`src/hdl/stream_find_and_replace_assert.svh`:
```
// ----------------------------------------------------------------------------
// stream_find_and_replace_assert.svh
// Assertion macros for the stream find-and-replace modules (used by sfr_queue)
// ----------------------------------------------------------------------------
`ifndef STREAM_FIND_AND_REPLACE_ASSERT_SVH
`define STREAM_FIND_AND_REPLACE_ASSERT_SVH

// same-cycle implication, checked out of reset
`define SFR_ASSERT_NOW(label, ante, cons) \
  label: assert property (@(posedge clk) disable iff (!rst_n) (ante) |-> (cons)) \
    else $error("assertion failed");

// next-cycle implication, checked out of reset
`define SFR_ASSERT_NEXT(label, ante, cons) \
  label: assert property (@(posedge clk) disable iff (!rst_n) (ante) |=> (cons)) \
    else $error("assertion failed");

`endif

```
`src/hdl/sfr_pkg.sv`:
```
// ----------------------------------------------------------------------------
// sfr_pkg
// Shared types, constants and helpers for the stream find-and-replace block
// ----------------------------------------------------------------------------
package sfr_pkg;

  localparam int MAX_PATTERN     = 8;
  localparam int MAX_REPLACEMENT = 8;
  localparam int QUEUE_DEPTH     = 4;
  localparam int QPTR_W          = $clog2(QUEUE_DEPTH);
  localparam int QCNT_W          = $clog2(QUEUE_DEPTH + 1);

  typedef enum logic [1:0] {
    REG_PATTERN_BYTES,
    REG_PATTERN_LENGTH,
    REG_REPLACEMENT_BYTES,
    REG_REPLACEMENT_LENGTH
  } sfr_reg_idx_t;

  // configuration seen by the front end
  typedef struct packed {
    logic [7:0][7:0] pattern;
    logic [3:0]      pat_len;
    logic [7:0][7:0] replacement;
    logic [3:0]      rep_len;
    logic            clear;
  } sfr_cfg_t;

  // one job: bytes to emit for one accepted input transfer
  typedef struct packed {
    logic [7:0][7:0] bytes;
    logic [3:0]      count;
    logic            text_end;
  } sfr_job_t;

  function automatic logic [3:0] sat_pat_len(input logic [3:0] raw);
    logic [3:0] n;
    n = raw;
    if (n == 4'd0) n = 4'd1;
    if (n > 4'(MAX_PATTERN)) n = 4'(MAX_PATTERN);
    return n;
  endfunction

  function automatic logic [3:0] sat_rep_len(input logic [3:0] raw);
    logic [3:0] n;
    n = raw;
    if (n > 4'(MAX_REPLACEMENT)) n = 4'(MAX_REPLACEMENT);
    return n;
  endfunction

endpackage

```
`src/hdl/sfr_front.sv`:
```
// ----------------------------------------------------------------------------
// sfr_front
// Accepts text bytes, keeps the match window and builds a job for each transfer that yields results or ends a text
// ----------------------------------------------------------------------------
module sfr_front (
  input  logic              clk,
  input  logic              rst_n,
  input  sfr_pkg::sfr_cfg_t cfg,
  input  logic              in_valid,
  output logic              in_stall,
  input  logic [7:0]        in_text_byte,
  input  logic              in_final_byte,
  input  logic              q_full,
  output logic              q_push,
  output sfr_pkg::sfr_job_t q_data
);
  import sfr_pkg::*;

  logic [7:0][7:0] win_r, win_nxt;
  logic [2:0]      fill_r, fill_nxt;
  logic [7:0][7:0] w_app;
  logic            accept;
  logic            full;
  logic            match;

  assign in_stall = q_full;
  assign accept   = in_valid & ~q_full;

  always_comb begin
    for (int k = 0; k < MAX_PATTERN; k++) begin
      w_app[k] = (3'(k) == fill_r) ? in_text_byte : win_r[k];
    end
    full  = ({1'b0, fill_r} + 4'd1) == cfg.pat_len;
    match = 1'b1;
    for (int k = 0; k < MAX_PATTERN; k++) begin
      if ((4'(k) < cfg.pat_len) && (w_app[k] != cfg.pattern[k])) match = 1'b0;
    end
  end

  always_comb begin
    q_data.text_end = in_final_byte;
    q_data.bytes    = w_app;
    win_nxt         = w_app;
    fill_nxt        = fill_r;
    if (full && match) begin
      q_data.bytes = cfg.replacement;
      q_data.count = cfg.rep_len;
      fill_nxt     = 3'd0;
    end else if (full) begin
      q_data.count = in_final_byte ? cfg.pat_len : 4'd1;
      for (int k = 0; k < MAX_PATTERN - 1; k++) begin
        win_nxt[k] = w_app[k + 1];
      end
    end else begin
      q_data.count = in_final_byte ? ({1'b0, fill_r} + 4'd1) : 4'd0;
      fill_nxt     = fill_r + 3'd1;
    end
    if (in_final_byte) fill_nxt = 3'd0;
    q_push = accept & ((q_data.count != 4'd0) | in_final_byte);
  end

  always_ff @(posedge clk) begin
    if (!rst_n) begin
      fill_r <= 3'd0;
    end else if (cfg.clear) begin
      fill_r <= 3'd0;
    end else if (accept) begin
      fill_r <= fill_nxt;
    end
  end

  always_ff @(posedge clk) begin
    if (accept) begin
      win_r <= win_nxt;
    end
  end

endmodule

```
`src/hdl/sfr_queue.sv`:
```
// ----------------------------------------------------------------------------
// sfr_queue
// Short job queue between the front end and the emitter
// ----------------------------------------------------------------------------
module sfr_queue (
  input  logic              clk,
  input  logic              rst_n,
  input  logic              push,
  input  sfr_pkg::sfr_job_t push_data,
  input  logic              pop,
  output sfr_pkg::sfr_job_t pop_data,
  output logic              full,
  output logic              empty
);
  import sfr_pkg::*;

  `include "stream_find_and_replace_assert.svh"

  sfr_job_t          entry_r [QUEUE_DEPTH];
  logic [QPTR_W-1:0] wr_ptr_r, rd_ptr_r;
  logic [QCNT_W-1:0] count_r;

  assign full     = count_r == QCNT_W'(QUEUE_DEPTH);
  assign empty    = count_r == '0;
  assign pop_data = entry_r[rd_ptr_r];

  always_ff @(posedge clk) begin
    if (!rst_n) begin
      wr_ptr_r <= '0;
      rd_ptr_r <= '0;
      count_r  <= '0;
    end else begin
      if (push) wr_ptr_r <= wr_ptr_r + QPTR_W'(1);
      if (pop)  rd_ptr_r <= rd_ptr_r + QPTR_W'(1);
      if (push && !pop)      count_r <= count_r + QCNT_W'(1);
      else if (pop && !push) count_r <= count_r - QCNT_W'(1);
    end
  end

  always_ff @(posedge clk) begin
    if (push) begin
      entry_r[wr_ptr_r] <= push_data;
    end
  end

  `SFR_ASSERT_NOW(a_no_overflow, push, !full)
  `SFR_ASSERT_NOW(a_no_underflow, pop, !empty)
  `SFR_ASSERT_NEXT(a_push_fills, push && !pop, !empty)

endmodule

```
`src/hdl/sfr_back.sv`:
```
// ----------------------------------------------------------------------------
// sfr_back
// Emitter: while out_stall is low, plays out the bytes of each queued job, one result per cycle
// ----------------------------------------------------------------------------
module sfr_back (
  input  logic              clk,
  input  logic              rst_n,
  input  logic              q_empty,
  input  sfr_pkg::sfr_job_t q_data,
  output logic              q_pop,
  output logic              out_valid,
  input  logic              out_stall,
  output logic [7:0]        out_result_byte,
  output logic              out_byte_valid,
  output logic              out_end_of_run,
  output logic              out_end_of_text
);
  import sfr_pkg::*;

  sfr_job_t   cur_r;
  logic       busy_r;
  logic [2:0] idx_r;
  logic       out_fire;
  logic       last_byte;

  assign out_valid       = busy_r;
  assign out_byte_valid  = cur_r.count != 4'd0;
  assign out_result_byte = out_byte_valid ? cur_r.bytes[idx_r] : 8'd0;
  assign last_byte       = ~out_byte_valid | (({1'b0, idx_r} + 4'd1) == cur_r.count);
  assign out_end_of_run  = last_byte;
  assign out_end_of_text = last_byte & cur_r.text_end;
  assign out_fire        = busy_r & ~out_stall;
  assign q_pop           = (~busy_r | (out_fire & last_byte)) & ~q_empty;

  always_ff @(posedge clk) begin
    if (!rst_n) begin
      busy_r <= 1'b0;
      idx_r  <= 3'd0;
    end else if (!busy_r || (out_fire && last_byte)) begin
      busy_r <= ~q_empty;
      idx_r  <= 3'd0;
    end else if (out_fire) begin
      idx_r <= idx_r + 3'd1;
    end
  end

  always_ff @(posedge clk) begin
    if (q_pop) begin
      cur_r <= q_data;
    end
  end

endmodule

```
`src/hdl/stream_find_and_replace.sv`:
```
// ----------------------------------------------------------------------------
// stream_find_and_replace
// Replaces every leftmost non-overlapping pattern match in a byte stream
// ----------------------------------------------------------------------------
// Text enters one byte per transfer on in_* (in_final_byte marks the last
// byte of a text). Rewritten bytes leave one per transfer on out_*; a bare
// end mark (out_byte_valid low) closes a text that leaves nothing to emit.
// out_end_of_run flags the last result caused by one input transfer and
// out_end_of_text the last result of the whole text.
// Pattern (1 to 8 bytes) and replacement (0 to 8 bytes) are set over the
// APB port, 64-bit registers at byte addresses 0, 8, 16 and 24; writing the
// pattern length empties the match window.
// When the block is idle, the first result of an input passes through the job
// queue and the emitter's job register. The front end takes one byte per cycle
// while the 4-entry job queue has room; while the receiver does not stall, the
// emitter gives one result per cycle, so one input's results leave back to back.
// When the receiver stalls, the current result holds and jobs pile up in the
// queue; in_stall rises once the queue is full.
// Reset empties the window and the queue and restores pattern length 1 and
// replacement length 0.
// ----------------------------------------------------------------------------
module stream_find_and_replace (
  input  logic        clk,
  input  logic        rst_n,
  input  logic        in_valid,
  output logic        in_stall,
  input  logic [7:0]  in_text_byte,
  input  logic        in_final_byte,
  output logic        out_valid,
  input  logic        out_stall,
  output logic [7:0]  out_result_byte,
  output logic        out_byte_valid,
  output logic        out_end_of_run,
  output logic        out_end_of_text,
  input  logic        psel,
  input  logic        penable,
  input  logic        pwrite,
  input  logic [4:0]  paddr,
  input  logic [63:0] pwdata,
  output logic [63:0] prdata,
  output logic        pready
);
  import sfr_pkg::*;

  logic [63:0]  pattern_bytes_r;
  logic [3:0]   pattern_length_r;
  logic [63:0]  replacement_bytes_r;
  logic [3:0]   replacement_length_r;
  sfr_reg_idx_t reg_idx;
  logic         wr_en;
  sfr_cfg_t     cfg;
  logic         q_full, q_empty, q_push, q_pop;
  sfr_job_t     q_in, q_out;

  assign pready  = 1'b1;
  assign reg_idx = sfr_reg_idx_t'(paddr[4:3]);
  assign wr_en   = psel & penable & pwrite & pready;

  always_ff @(posedge clk) begin
    if (!rst_n) begin
      pattern_bytes_r      <= 64'd0;
      pattern_length_r     <= 4'd1;
      replacement_bytes_r  <= 64'd0;
      replacement_length_r <= 4'd0;
    end else if (wr_en) begin
      unique case (reg_idx)
        REG_PATTERN_BYTES:      pattern_bytes_r      <= pwdata;
        REG_PATTERN_LENGTH:     pattern_length_r     <= pwdata[3:0];
        REG_REPLACEMENT_BYTES:  replacement_bytes_r  <= pwdata;
        REG_REPLACEMENT_LENGTH: replacement_length_r <= pwdata[3:0];
        default: ;
      endcase
    end
  end

  always_comb begin
    unique case (reg_idx)
      REG_PATTERN_BYTES:      prdata = pattern_bytes_r;
      REG_PATTERN_LENGTH:     prdata = {60'd0, pattern_length_r};
      REG_REPLACEMENT_BYTES:  prdata = replacement_bytes_r;
      REG_REPLACEMENT_LENGTH: prdata = {60'd0, replacement_length_r};
      default:                prdata = 64'd0;
    endcase
  end

  always_comb begin
    cfg.pattern     = pattern_bytes_r;
    cfg.pat_len     = sat_pat_len(pattern_length_r);
    cfg.replacement = replacement_bytes_r;
    cfg.rep_len     = sat_rep_len(replacement_length_r);
    cfg.clear       = wr_en & (reg_idx == REG_PATTERN_LENGTH);
  end

  sfr_front u_front (
    .clk           (clk),
    .rst_n         (rst_n),
    .cfg           (cfg),
    .in_valid      (in_valid),
    .in_stall      (in_stall),
    .in_text_byte  (in_text_byte),
    .in_final_byte (in_final_byte),
    .q_full        (q_full),
    .q_push        (q_push),
    .q_data        (q_in)
  );

  sfr_queue u_queue (
    .clk       (clk),
    .rst_n     (rst_n),
    .push      (q_push),
    .push_data (q_in),
    .pop       (q_pop),
    .pop_data  (q_out),
    .full      (q_full),
    .empty     (q_empty)
  );

  sfr_back u_back (
    .clk             (clk),
    .rst_n           (rst_n),
    .q_empty         (q_empty),
    .q_data          (q_out),
    .q_pop           (q_pop),
    .out_valid       (out_valid),
    .out_stall       (out_stall),
    .out_result_byte (out_result_byte),
    .out_byte_valid  (out_byte_valid),
    .out_end_of_run  (out_end_of_run),
    .out_end_of_text (out_end_of_text)
  );

endmodule

```
`config.mk`:
```
export PLATFORM = sky130hd
export DESIGN_NAME = stream_find_and_replace
export DESIGN_NICKNAME = d
export VERILOG_FILES = /design/src/hdl/sfr_pkg.sv /design/src/hdl/sfr_front.sv /design/src/hdl/sfr_queue.sv /design/src/hdl/sfr_back.sv /design/src/hdl/stream_find_and_replace.sv
export VERILOG_INCLUDE_DIRS = /design/src /design/src/hdl
export SDC_FILE = /design/constraint.sdc
export NUM_CORES = 1
export LEC_CHECK = 0
export ABC_AREA = 1
export BUFFER_PORTS_ARGS = -buffer_cell sky130_fd_sc_hd__buf_2
export CAP_MARGIN = 40
export CELL_PAD_IN_SITES_DETAIL_PLACEMENT = 0
export CELL_PAD_IN_SITES_GLOBAL_PLACEMENT = 2
export CORE_MARGIN = 2
export CORE_UTILIZATION = 25
export CTS_BUF_LIST = sky130_fd_sc_hd__clkbuf_8
export CTS_CLUSTER_SIZE = 40
export DETAILED_ROUTE_END_ITERATION = 10
export PLACE_DENSITY = 0.63
export SLEW_MARGIN = 20
export SYNTH_ARGS = -nofsm -noshare
export SYNTH_HDL_FRONTEND = slang
export SYNTH_SLANG_ARGS = --single-unit
```
`constraint.sdc`:
```
create_clock -name clk -period 10.1 [get_ports clk]
set_clock_uncertainty 0.15 [all_clocks]
set_input_delay 1.01 -clock clk [delete_from_list [all_inputs] [get_ports clk]]
set_output_delay 1.01 -clock clk [all_outputs]
set_load 0.03 [all_outputs]
```
### Word level (Yosys, flattened, before mapping)

Memory sizes are Yosys's and may differ from the RTL's. A register that Yosys moved wholly into a read port is not among the register bits.
Index checks and enable logic that the tools add are counted.

| storage, ports and cells | value |
|---|---|
| flip-flop bits (word level) | 214 |
| memory bits (writable) | 276 |
| bits of input ports | 85 |
| output and inout port bits | 78 |
| logic and storage cells | 145 |
| memories kept | 1 |

| operators by class | value |
|---|---|
| $add $sub $neg | 8 |
| magnitude comparators | 11 |
| equality and inequality tests | 22 |
| mux-type cells | 37 |
| bitwise gates (word level) | 18 |
| reductions and logical operators | 30 |

Memories:

| name | depth | bits a word | read ports | clocked after Yosys merged registers in | write ports | RTL line | text |
|---|---|---|---|---|---|---|---|
| u_queue.entry_r | 4 | 69 | 1 | 1 | 1 | sfr_queue.sv:19 | `sfr_job_t entry_r [QUEUE_DEPTH];` |

Operators by type and width:

| cell | count |
|---|---|
| 64-bit one-hot mux with 4 select lines | 1 |
| 56-bit 2-to-1 mux | 2 |
| 8-bit 2-to-1 mux | 10 |
| 64-bit 2-to-1 mux | 1 |
| 8-bit inequality test | 8 |
| 4-bit 2-to-1 mux | 7 |
| 8-bit binary-select mux with 3-bit select | 1 |
| 3-bit by 4-bit less-than comparator with 1-bit output (first input constant) | 4 |
| 3-bit 2-to-1 mux | 5 |
| 3-bit equality test (first input constant) | 4 |
| 1-bit logical AND | 12 |
| 1-bit 2-to-1 mux | 10 |
| 2-bit AND reduction | 5 |
| 3-bit by 1-bit adder with 3-bit output (second input constant) | 3 |
| 1-bit AND | 9 |
| 3-bit by 1-bit adder with 4-bit output (second input constant) | 2 |
| 4-bit equality test | 2 |
| 4-bit > comparator (second input constant) | 2 |
| 1-bit by 4-bit less-than comparator with 1-bit output (first input constant) | 2 |
| 2-bit by 4-bit less-than comparator with 1-bit output (first input constant) | 2 |
| 4-bit nonzero test | 2 |
| 2-bit by 3-bit equality test with 1-bit output (first input constant) | 2 |
| 3-bit logical NOT | 2 |
| 1-bit inverter | 6 |
| other kinds (15) | 22 |

### Logic depth before layout (Yosys ltp)

| depth | value |
|---|---|
| depth in word-level cells | 23 |
| mapped depth | 31 |
| gate-level depth less buffers | 29 |

### Hierarchy

Synthesis repeated with hierarchy kept, for this count alone.

| unflattened totals | value |
|---|---|
| cells, all modules | 2,944 |
| area total of the unflattened synthesis | 26,294.0 sq um |

By module, submodules not included:

| module | times used | cells an instance | area an instance (sq um) | seq. area each (sq um) |
|---|---|---|---|---|
| sfr_queue | 1 | 725 | 10,680.2 | 8,468.1 |
| stream_find_and_replace | 1 | 926 | 6,384.9 | 2,722.6 |
| sfr_front | 1 | 1,044 | 6,249.7 | 1,981.9 |
| sfr_back | 1 | 249 | 2,979.1 | 2,152.1 |

### Worst setup path after synthesis

Ideal clock, no wire load.

| path | value |
|---|---|
| path type | in2reg |
| from | input port in_valid |
| to | memory u_queue.entry_r[1][0] (netlist name) (enable) |
| library setup time | 0.496 ns |
| data arrival time | 7.206 ns |
| data required time | 9.454 ns |
| setup slack | 2.248 ns |
| cell stages on the path | 4 |
| buffers on the path | 0 |
| path through | inv_1 -> nor2_1 -> nand2_2 -> nor2_1 |

| on the way | value |
|---|---|
| word-level cells in the longest chain between the ends | 4 |

Ends and longest elaborated chain:

| what | RTL line | text |
|---|---|---|
| start: declaration | stream_find_and_replace.sv:25 | `input logic in_valid,` |
| 1-bit AND | sfr_front.sv:27 | `assign accept = in_valid & ~q_full;` |
| via u_front.accept | sfr_front.sv:22 | `logic accept;` |
| 1-bit AND | sfr_front.sv:59 | `q_push = accept & ((q_data.count != 4'd0) \| in_final_byte);` |
| 1-bit 2-to-1 mux | sfr_queue.sv:41 | `if (push) begin` |
| 1-bit 2-to-1 mux (implied by the code) | sfr_queue.sv:42 | `entry_r[wr_ptr_r] <= push_data;` |
| end: declaration | sfr_queue.sv:19 |  |

The timed path passes the listed nets, and every way through them passes these cells.

### Worst setup path in the final report

| path | value |
|---|---|
| from | register u_front.fill_r[2] |
| to | memory u_queue.entry_r[0][22] (netlist name) (enable) |

| on the way | value |
|---|---|
| word-level cells in the longest chain between the ends | 19 |
| elaborated cells on any way between the ends | 51 |
| those cells by class | 1 x add/sub; 16 x eq/ne; 21 x mux; 2 x bitwise; 11 x reduce/logical |

Ends and longest elaborated chain:

| what | RTL line | text |
|---|---|---|
| start: declaration | sfr_front.sv:20 | `logic [2:0] fill_r, fill_nxt;` |
| start signal: assignment | sfr_front.sv:68 | `fill_r <= fill_nxt;` |
| 3-bit logical NOT | sfr_front.sv:31 | `w_app[k] = (3'(k) == fill_r) ? in_text_byte : win_r[k];` |
| 8-bit 2-to-1 mux | sfr_front.sv:31 |  |
| 8-bit inequality test | sfr_front.sv:36 | `if ((4'(k) < cfg.pat_len) && (w_app[k] != cfg.pattern[k])) match = 1'b0;` |
| 1-bit logical AND | sfr_front.sv:36 |  |
| 1-bit 2-to-1 mux (8 in series) | sfr_front.sv:36 |  |
| 1-bit logical AND | sfr_front.sv:45 | `if (full && match) begin` |
| 4-bit 2-to-1 mux * | sfr_front.sv:45 |  |
| 4-bit nonzero test * | sfr_front.sv:59 |  |
| 1-bit bitwise OR * | sfr_front.sv:59 |  |
| 1-bit AND * | sfr_front.sv:59 |  |
| 1-bit 2-to-1 mux * | sfr_queue.sv:41 |  |
| 1-bit 2-to-1 mux (implied by the code) * | sfr_queue.sv:42 |  |

Every way passes the cells marked *; elsewhere a longest branch is shown, timed or not.

==> key figures <==
GRT
  – Vias in the first global route: 19.7k
  – GRT Util Overall: 0.171
  – Largest net degree at the start of global routing: 79
  – Overflow after GRT: 0
  – First-pass GRT wire length: 131,000 um
  – Initial antenna violation count: 7

Clock network
  – CTS tree: done
  – # resized after CTS: 0
  – H-tree Lvls: 3
  – Clk slew on worst S/H paths: 60 ps
  – Post-CTS setup buffers: 0
  – # clock sinks: 559
  – Clock Latency Late Sink: around 700 ps
  – Root Driver: clkbuf_8
  – Clock Path Buffers: 3
  – Hold bufs inserted after CTS: 0
  – TritonCTS buffer count: 97

Final layout
  – Final Util: 0.296
  – Post-route insts no fill: 4,277
  – Reg area: 0.0153 sq mm
  – Share of cells above drive strength 1: 0.135
  – Area Overhead vs Synth: 17.8%
  – # fillers: approximately 11k
  – Multi-input gate area: 0.00831 sq mm
  – Net count, final: 2,990
  – Cell area after layout: 0.0295 sq mm

Floorplan
  – DIE AREA: approximately 0.10 sq mm
  – Initial Util: 0.251
  – Core area: 0.0996 sq mm
  – Num rows: 116
  – Die height: 320 um
  – IO Count: 163
  – Die Wd: 320 um

Drt
  – WL/cell: 21.0 um
  – Antenna viol nets, final: 0
  – Vias per cell: 4.74
  – Via count: 20.3k
  – Routed wire length: between 80,000 and 90,000 um
  – Drt drc: 0
  – DR iter-0 viols: ~1.7k
  – Pre-antenna DRT Iters: 5

Placed design
  – Hpwl dp: 61,600 um
  – # placed instances: 4,079
  – Placed inst area: approximately 0.027 sq mm
  – Pre-CTS setup slack: ~4200 ps
  – Port Buffer Count: 158
  – Routability cong.: 0.816

Synth
  – Ys async rst share: 0
  – Syn Area/Cell: 9.18 sq um
  – Gate Count Post-Synth: 2,725
  – Synthesized area: 0.0250 sq mm
  – Syn Nets: 2,823
  – Register bit total from synthesis: 559
  – Count leader, synth: nand2_1
  – Post-synth EDFFs: 409
  – Number of distinct library cells after synthesis: 38
  – Synth top area cells: edfxtp_1 (49%), dfxtp_1 (12%), o21ai_0 (9.6%)
  – Yosys Warn Count: 0
  – Main synth FF type: edfxtp_1
  – Largest area contributor in the netlist: edfxtp_1
  – Post-synthesis sequential area ratio: 0.611
  – Post-synth top cells: nand2_1 (544), o21ai_0 (482), edfxtp_1 (409)
  – Synth top area share: 0.491

Pwr
  – Overall Power: approximately 7.2 mW
  – Pwr/cell area: 246 mW/mm^2
  – Maximum vdd drop: 0.111 mV
  – Leak pwr: 11.4 nW

STA
  – Setup violations, final: 0
  – Final period util: 0.577
  – Worst-Margin Slew: 915 ps
  – Tmin final: around 6000 ps
  – Max Clk Rate: 0.172 GHz
  – Max-slew headroom: 0.386
  – Hold_ws: 327 ps
  – RSZ-0062 raised after global routing: false
  – Final TNS setup: 0 ps
  – Setup ws final: roughly 4300 ps
  – Slew Viols, Final: 0
  – Final hold violation count: 0

Critical path
  – Crit. End Element: flip-flop
  – Crit. Startpoint: u_front.fill_r[2]
  – CP Max Fanout: 41
  – Worst endpoint data arrival time: roughly 6000 ps
  – CP required: 10,270 ps
  – Critical Path Source Type: flip-flop
  – FF-to-FF Start: u_front.fill_r[2]
  – Setup Crit Path Kind: reg2reg

Status
  – Outcome: complete, no violations

Flow run
  – Max cap viols: 0

Hold path
  – Worst hold start: replacement_bytes_r[57]
  – Worst Hold Class: reg2reg
==> layout make-up <==
cell class | instances | area share
repair buffers | 227 | 0.0489
flip-flops and latches | 559 | 0.519
multi-input cells | 1796 | 0.282
clock buffers | 104 | 0.0486
diodes | 2 | 0.000170
inverters | 211 | 0.0271
clock inverters | 80 | 0.0190
well taps | 1298 | 0.0551
==> worst max-delay path: stages, from the launching register on <==
cell and delay (ps):
dfxtp_1 310, buf_4 430, inv_2 370, ha_1 530, inv_2 280, nand2_1 80
nand2_1 130, inv_1 70, nand2_1 60, nand3_1 100, nor2_1 140, nand2_1 160
nand2_1 140, nand3_1 100, nor2_2 250, nand2_4 180, nand2_1 110, nand2_1 70
nand2_1 70, inv_1 40, nand2_2 130, nand2_2 180, nor2_4 490, buf_16 230
buf_4 560
==> cells by family after synthesis <==
logic type / after synthesis / synth area share
other cells: 1 / 0.000150
flops: 559 / 0.611
simple gates: 1063 / 0.171
buf+inv: 370 / 0.0590
compound gates: 712 / 0.149
xor+xnor: 7 / 0.00245
fa+ha+maj: 13 / 0.00680
==> worst paths after layout <==
| path | endpoint | slack, ps | cells past startpoint |
|---|---|---|---|
| worst max-delay path | u_queue.entry_r[0][22] | 4270 | 24 |
| worst min-delay path | replacement_bytes_r[57] | 330 | 2 |
| worst max register to register | u_queue.entry_r[0][22] | 4270 | 24 |
| worst min register to register | replacement_bytes_r[57] | 330 | 2 |
==> layer usage <==
layer  global-route usage  share of wire  vias up
met5                    0        0.00012        -
met3               0.0275          0.054      110
li1                     -              -     9684
met4               0.0561          0.026        2
met1                0.238           0.47     9842
met2                0.273           0.45      644
==> state kept, by name (all words and copies together) (netlist names) <==
signal / cells
replacement_bytes_r: 64
pattern_length_r: 4
pattern_bytes_r: 64
u_queue.rd_ptr_r: 2
u_front.win_r: 64
u_back.cur_r: 69
u_queue.entry_r: 276
u_back.idx_r: 3
u_back.out_valid: 1
u_front.fill_r: 3
u_queue.wr_ptr_r: 2
u_queue.count_r: 3
replacement_length_r: 4
==> power by group <==
part	internal (mW)	leakage [nW]	switching (mW)
combinational	0.503	5.23	1.39
clock	1.14	1.13	0.990
sequential	3.07	5.03	0.149
total	4.71	11.4	2.53
==> placed cells by master (no fill, tap or decap), types with 20 or more instances in the layout <==
master and count:
edfxtp_1 409, dfxtp_1 148, nand3_1 161, clkbuf_8 104, a21oi_1 105, clkinv_1 20, nand2_1 544, buf_4 32
o21ai_0 479, inv_1 230, nor2_1 326, o22ai_1 96, buf_2 182
Note: power is estimated with default switching activity, not from simulation.
